<file path="config.mk">
export PLATFORM = sky130hd
export DESIGN_NAME = mbfeq_ram
export DESIGN_NICKNAME = d
export VERILOG_FILES = /design/src/mbfeq_ram.sv
export SDC_FILE = /design/constraint.sdc
export NUM_CORES = 1
export LEC_CHECK = 0
export ABC_AREA = 0
export BUFFER_PORTS_ARGS = -buffer_cell sky130_fd_sc_hd__buf_2
export CORE_MARGIN = 2
export CORE_UTILIZATION = 51
export DETAILED_ROUTE_END_ITERATION = 16
export GPL_TIMING_DRIVEN = 1
export HOLD_SLACK_MARGIN = 0.1
export PLACE_DENSITY = 0.75
export SLEW_MARGIN = 20
export SYNTH_ARGS = -nofsm -noshare
export SYNTH_HDL_FRONTEND = slang
export SYNTH_SLANG_ARGS = --single-unit
</file>
<file path="constraint.sdc">
create_clock -name clk -period 3.3 [get_ports clk]
set_clock_uncertainty 0.1 [all_clocks]
set_input_delay 0.33 -clock clk [delete_from_list [all_inputs] [get_ports clk]]
set_output_delay 0.33 -clock clk [all_outputs]
set_load 0.02 [all_outputs]
</file>
<file path="src/mbfeq_ram.sv">
// ----------------------------------------------------------------------------
// Generic simple dual-port RAM
// One write port and one read port with a registered read data output.
// ----------------------------------------------------------------------------
`default_nettype none

module mbfeq_ram #(
    parameter int WIDTH = 16,
    parameter int DEPTH = 64,
    localparam int AW   = (DEPTH > 1) ? $clog2(DEPTH) : 1
) (
    input  wire logic             clk,
    input  wire logic             we,
    input  wire logic [AW-1:0]    waddr,
    input  wire logic [WIDTH-1:0] wdata,
    input  wire logic             re,
    input  wire logic [AW-1:0]    raddr,
    output logic      [WIDTH-1:0] rdata
);

    logic [WIDTH-1:0] mem [DEPTH];

    // Write port.
    always_ff @(posedge clk)
    begin
        if (we)
        begin
            mem[waddr] <= wdata;
        end
    end

    // Registered read port.
    always_ff @(posedge clk)
    begin
        if (re)
        begin
            rdata <= mem[raddr];
        end
    end

endmodule : mbfeq_ram

`default_nettype wire

</file>
==> impl_metrics.ini, run 1 <==
[critical_path]
end_kind = flop
cp-start-kind = input pin
reg2reg_from = mem[2][0]
critPathRequiredTime_ns = 3.58
cp_cell_sequence = buf_8 > buf_12 > mux4_2 > mux2i_1 > a22oi_1 > a31oi_1 > a311oi_1
crit_cells = 7
cp_max_fo = 28
crit_type = in2reg
worstPathArrival_ns = 2.81
r2r_end = rdata[0]
crit_family = multiplexers
slowest_delay_ns = 0.53
rr_worst_depth = 5
slowest_stage = a31oi_1
crit_buf_inv = 2
regToRegSetupSlack_ns = 0.80

[timing]
finalHoldViolCount = 0
tightest_slew_ns = 1.18
relSlewSlack_pct = 21.0
fin_crit_ns = 2.53
fin_crit_sh_pct = 76.5
fmax_ghz = 0.396
setup-tns-final_ns = 0
setup_viol = 0
finalMaxSlewViolations = 0
rsz0062_at_grt = no

[routing]
vias = 20000
drc_errors = 0
first_pass_iters = 5
drt.antenna.violating_nets = 0
vias_per_cell = 6.33
routed_wl_um = 96700
wl_per_cell_um = 30.5
first_iter_violations = 2745

[finish]
regArea_sq_um = 31200
multi_input_area_sq_um = 8250
drive_gt1_share_pct = 28.9
fin_nets = 2071
num-fill-cells = 5229
syn2layout_area_growth_pct = 13.9

[die]
dieArea_sq_um = 81100
placeableCoreArea_sq_um = 77700
ios = 47
die_w_um = 285
start_util_pct = 51.7
die_height_um = 285
rows = 102

[status]
status = finished clean

[logic_synthesis]
synth_area_leaders = edfxtp_1 (78%), mux4_2 (12%), mux2i_1 (2.1%)
synth_compound_area_share_pct = 2.40
synth.cell_area_sq_um = 40200
synth_xor_area_share_pct = 0
synth_common_cells = edfxtp_1 (1040), mux4_2 (220), mux2i_1 (85)
synth_top_cell_by_area = edfxtp_1
ys_seq_area_share_pct = 77.7
synth_top_family_by_area = multiplexers
synthSimpleGateAreaFrac_pct = 2.64
synth.most_common_cell = edfxtp_1
yosys_warnings = 0
synth_cell_types = 42
synth.area.mux_share_pct = 15.5
avgSynthCellArea_sq_um = 22.0
async_flop_share_pct = 0
synth-edff-count = 1040
ys.flop_type = edfxtp_1
synth.ff_latch_count = 1040
synth-adder-area-share_pct = 0
synth_top_area_share_pct = 77.7
synthCells = 1829
syn_nets = 1860

[pwr]
fin_total_pwr_uw = 27600
power.density_cell_area_nw_per_um2 = 602
vdd_drop_max_mv = 0.406
leakagePower_uw = 0.0147

[clocking]
cts_resized = 0
numCtsBuffers = 101
insertion_delay_ns = 0.66
cts_buffer_depth = 3
clock_sinks = 1040
h-tree-depth = 3
cts_tree = built
path_clk_slew_ns = 0.06
root_buffer = clkbuf_16

[min_path]
hold_start = wdata[15]
hold_end = mem[62][15]
whs_path_depth = 1
worst_hold_path_type = in2reg

[job]
drv_cap = 0

[global_routing]
met2_usage_pct = 38.7
use_met1_pct = 33.4
grtUsageTotal_pct = 23.9
grt_max_degree = 65
grt_pass1_wl_um = 140000
gr-total-overflow = 0
grt_pass1_vias = 20200
gr-usage-met3_pct = 4.94
antenna_found_initial = 8
grt-busiest-layer = met2

[placed_design]
io_buffers = 46
hpwlAfterDp_um = 58400
gp_congestion = 0.868
sequential cells by signal (all words and copies together) (netlist names):
signal,flops
mem,1024
rdata,16
worst max-delay path by stage:
| stage | start | endpoint | slack, ns |
|---|---|---|---|
| CTS | raddr[0] | rdata[0] | 0.87 |
| detailed placement | raddr[0] | rdata[0] | 0.17 |
| finish | raddr[0] | rdata[0] | 0.77 |
| floorplan | waddr[3] | mem[48][0] | 0.84 |
| global placement | raddr[0] | rdata[0] | 0.18 |
| global route | raddr[0] | rdata[0] | 0.76 |
placed cells by master, fill, tap and decap left out, types with 24 or more instances in the layout:
cell type and n:
a22oi_1 39, buf_2 41, buf_4 154, clkbuf_16 103, edfxtp_1 1040, mux2_2 27
mux2i_1 85, mux4_2 220, nand2_1 59, nand3_1 24, nor2_1 72, nor2b_1 29
layer usage:
layer / vias to the layer above / routed length [um]
li1: 8121 / -
met5: - / 23
met4: 4 / 2910
met3: 176 / 10000
met2: 1193 / 47300
met1: 10500 / 36500
what timing repair did:
item | 4_1_cts | 5_1_grt
hold endpoints to repair | 16 | 0
setup endpoints to repair | 0 | 0
setup buffers | 0 | 0
hold buffers | 1 | 0
power breakdown:
| part | total [uW] | internal [uW] | switching [uW] | leakage, uW |
|---|---|---|---|---|
| clock network | 11500 | 6610 | 4850 | 0.00162 |
| registers | 14700 | 14700 | 42.1 | 0.00937 |
| logic | 1410 | 526 | 885 | 0.00369 |
| total | 27600 | 21800 | 5770 | 0.0147 |
logic make-up (layout without fill, tap and decap cells):
group | after synthesis | in the layout
AO/OA/AOI/OAI | 129 | 129
buffers and inverters | 104 | 397
flip-flops | 1040 | 1040
multiplexers | 336 | 336
other | 0 | 5
AND/OR/NAND/NOR | 220 | 220
cell type report:
type                            count  area share (%)
Multi-Input combinational cell    685            18.0
Tap cell                         1040            2.84
Sequential cell                  1040            68.2
Clock inverter                     62            1.42
Timing Repair Buffer              212            3.65
Antenna cell                        5          0.0273
Clock buffer                      123            5.80
through the flow:
step	hold slack [ns]	cell area, sq um	utilization (%)	setup WS, ns	cells
finish	0.127	45800	58.9	0.774	3167
global route	0.114	45800	58.9	0.764	3163
CTS	0.114	45800	58.9	0.868	3162
detailed placement	0.711	42400	54.6	0.171	2976
global placement	0.706	42400	54.6	0.185	2976
floorplan	0.329	40200	-	0.835	1829
Power figures use the tool's default switching activity.
==> run 2, diff against run 1 <==
--- a/config.mk
+++ b/config.mk
@@ -5,14 +5,14 @@
 export SDC_FILE = /design/constraint.sdc
 export NUM_CORES = 1
 export LEC_CHECK = 0
-export ABC_AREA = 0
+export ABC_AREA = 1
 export BUFFER_PORTS_ARGS = -buffer_cell sky130_fd_sc_hd__buf_2
 export CORE_MARGIN = 2
 export CORE_UTILIZATION = 51
 export DETAILED_ROUTE_END_ITERATION = 16
 export GPL_TIMING_DRIVEN = 1
 export HOLD_SLACK_MARGIN = 0.1
-export PLACE_DENSITY = 0.75
+export PLACE_DENSITY = 0.77
 export SLEW_MARGIN = 20
 export SYNTH_ARGS = -nofsm -noshare
 export SYNTH_HDL_FRONTEND = slang
==> constraint.sdc (replaced) <==
create_clock -name clk -period 2.3 [get_ports clk]
set_clock_uncertainty 0.1 [all_clocks]
set_input_delay 0.23 -clock clk [delete_from_list [all_inputs] [get_ports clk]]
set_output_delay 0.23 -clock clk [all_outputs]
set_load 0.02 [all_outputs]
==> run 2 against run 1 <==
- sequential share of layout area decreased by 2.7 points
- sequential power increased by 44%
- via count is 42% higher
- critical path depth grew 1
- non-clock buffer count rose by 23
- final cell count rose by 51%
- register-to-register slack got worse by 0.37 ns
- routed wire length up 13%
- hold slack improved by 0.063 ns
- power up 42%
- utilization decreased by 0.88 points
- critical path type is now reg2reg
==> impl_metrics.ini, run 2 <==
[pwr]
vdd_drop_max_mv = 0.673
power.density_cell_area_nw_per_um2 = 822
leakagePower_uw = 0.0172

[status]
status = finished clean

[clocking]
numCtsBuffers = 98
h-tree-depth = 3
cts_resized = 0
post_cts_buffers = 0
hold_buffers = 17
path_clk_slew_ns = 0.07
clock_sinks = 1040
cts_buffer_depth = 3
cts_tree = built
insertion_delay_ns = 0.66
root_buffer = clkbuf_16

[logic_synthesis]
synth.cell_area_sq_um = 42300
ys.flop_type = edfxtp_1
synth.ff_latch_count = 1040
synth-edff-count = 1040
ys_seq_area_share_pct = 73.9
synth_cell_types = 15
synth_top_cell_by_area = edfxtp_1
syn_nets = 3548
yosys_warnings = 0
synth_common_cells = nand2_1 (1296), edfxtp_1 (1040), nand3_1 (871)
synth_area_leaders = edfxtp_1 (74%), nand2_1 (12%), nand3_1 (10%)
async_flop_share_pct = 0
synthCells = 3517
avgSynthCellArea_sq_um = 12.0
synth.most_common_cell = nand2_1
synth_top_area_share_pct = 73.9

[timing]
timing.final.ws_setup_ns = 0.425
setup_viol = 0
finalHoldViolCount = 0
fin_crit_ns = 1.87
hold_ws_ns = 0.191
finalMaxSlewViolations = 0
fin_crit_sh_pct = 81.5
relSlewSlack_pct = 45.8
fmax_ghz = 0.533
rsz0062_at_grt = no
tightest_slew_ns = 0.813

[routing]
vias_per_cell = 5.96
wl_per_cell_um = 22.9
first_pass_iters = 7
routed_wl_um = 109000
drc_errors = 0
first_iter_violations = 3876
vias = 28500
drt.antenna.violating_nets = 0

[global_routing]
antenna_found_initial = 6
grt_pass1_wl_um = 163000
grtUsageTotal_pct = 25.4
grt_max_degree = 89
grt_pass1_vias = 27000
gr-total-overflow = 0

[min_path]
worst_hold_path_type = in2reg
whs_path_depth = 3

[critical_path]
slowest_stage = nand3_1
worstPathArrival_ns = 2.17
crit_family = simple AND/OR/NAND/NOR gates
crit_type = reg2reg
cp_cell_sequence = nand2_1 > nand3_1 > nand3_1 > nand2_1 > nand2_1 > nand3_1 > nand3_1 > nand2_1
critPathRequiredTime_ns = 2.59
crit_buf_inv = 0
rr_worst_depth = 8
end_kind = flop
cp_max_fo = 1
slowest_delay_ns = 0.40
cp-start-kind = flop
crit_cells = 8

[finish]
drive_gt1_share_pct = 9.67
regMostFlops = mem
largest_reg_flops = 1024
top_regs = mem (1024), rdata (16)
fin_nets = 3658
layout_common_cells = nand2_1 (1296), edfxtp_1 (1040), nand3_1 (871), buf_4 (121), clkbuf_16 (100)
layout_commonest_cell = nand2_1
syn2layout_area_growth_pct = 12.7

[placed_design]
gp_congestion = 0.876
dpl_worst_slack_ns = -0.0261
io_buffers = 46
hpwlAfterDp_um = 62900

[die]
ios = 47
dieArea_sq_um = 85200
die_height_um = 292
die_w_um = 292
placeableCoreArea_sq_um = 82100
start_util_pct = 51.5
rows = 105

[job]
drv_cap = 0
==> run 2: cell types whose count changed after synthesis, sizes merged, moves of 39 or more <==
cell,change
mux2i,-85
nand2,+1236
mux4,-224
buf,+122
a22oi,-39
nand3,+847
==> run 2: power by group <==
group          internal (uW)  total [uW]  switching, uW
sequential             21000       21100           60.3
combinational            742        2660           1910
clock                   8630       15400           6810
total                  30400       39200           8780
==> run 2: per-layer routing <==
layer | up-vias | GRT usage [%] | share of wire (%)
met5 | - | 0 | 0.021
met4 | 4 | 9.49 | 3.6
met3 | 275 | 5.06 | 12
met2 | 1831 | 40.2 | 47
met1 | 13700 | 35.1 | 38
li1 | 12600 | - | -
==> run 2: through the flow <==
step | instances | util (%) | power [uW] | instance area (sq um) | setup TNS [ns]
final | 4778 | 58.0 | 39200 | 47600 | 0
after detailed placement | 4580 | 54.1 | 24000 | 44400 | -0.0590
after CTS | 4773 | 58.0 | 39200 | 47600 | 0
after global placement | 4580 | 54.1 | 24000 | 44400 | -0.0190
after global routing | 4773 | 58.0 | 40200 | 47600 | 0
after floorplan | 3517 | - | 22900 | 42300 | -74.76
==> run 2: cells by family after synthesis <==
| group | synth area share (%) |
|---|---|
| buffers and inverters | 3.52 |
| AND/OR/NAND/NOR | 22.6 |
| flip-flops | 73.9 |
==> run 2: path summary, 6_finish.rpt <==
check / slack, ns / end / from
worst max-delay path: 0.43 / rdata[5] / mem[3][5]
worst min-delay path: 0.19 / mem[49][14] / waddr[1]
worst max register to register: 0.43 / rdata[5] / mem[3][5]
worst min register to register: 0.77 / rdata[6] / mem[52][6]
==> run 2: worst register-to-register path: cells and delay by family, from the launching register on <==
family | cells | cell delay [ns]
and+or+nand+nor | 8 | 1.16
DFF | 1 | 0.37
==> run 2: cell type report <==
type | instances | area [sq um]
Fill cell | 6122 | 34500
Sequential cell | 1040 | 31200
Multi-Input combinational cell | 2240 | 9590
Clock buffer | 119 | 2570
Timing Repair Buffer | 235 | 2360
Tap cell | 1070 | 1340
Clock inverter | 57 | 454
Inverter | 12 | 71.3
Antenna cell | 5 | 12.5
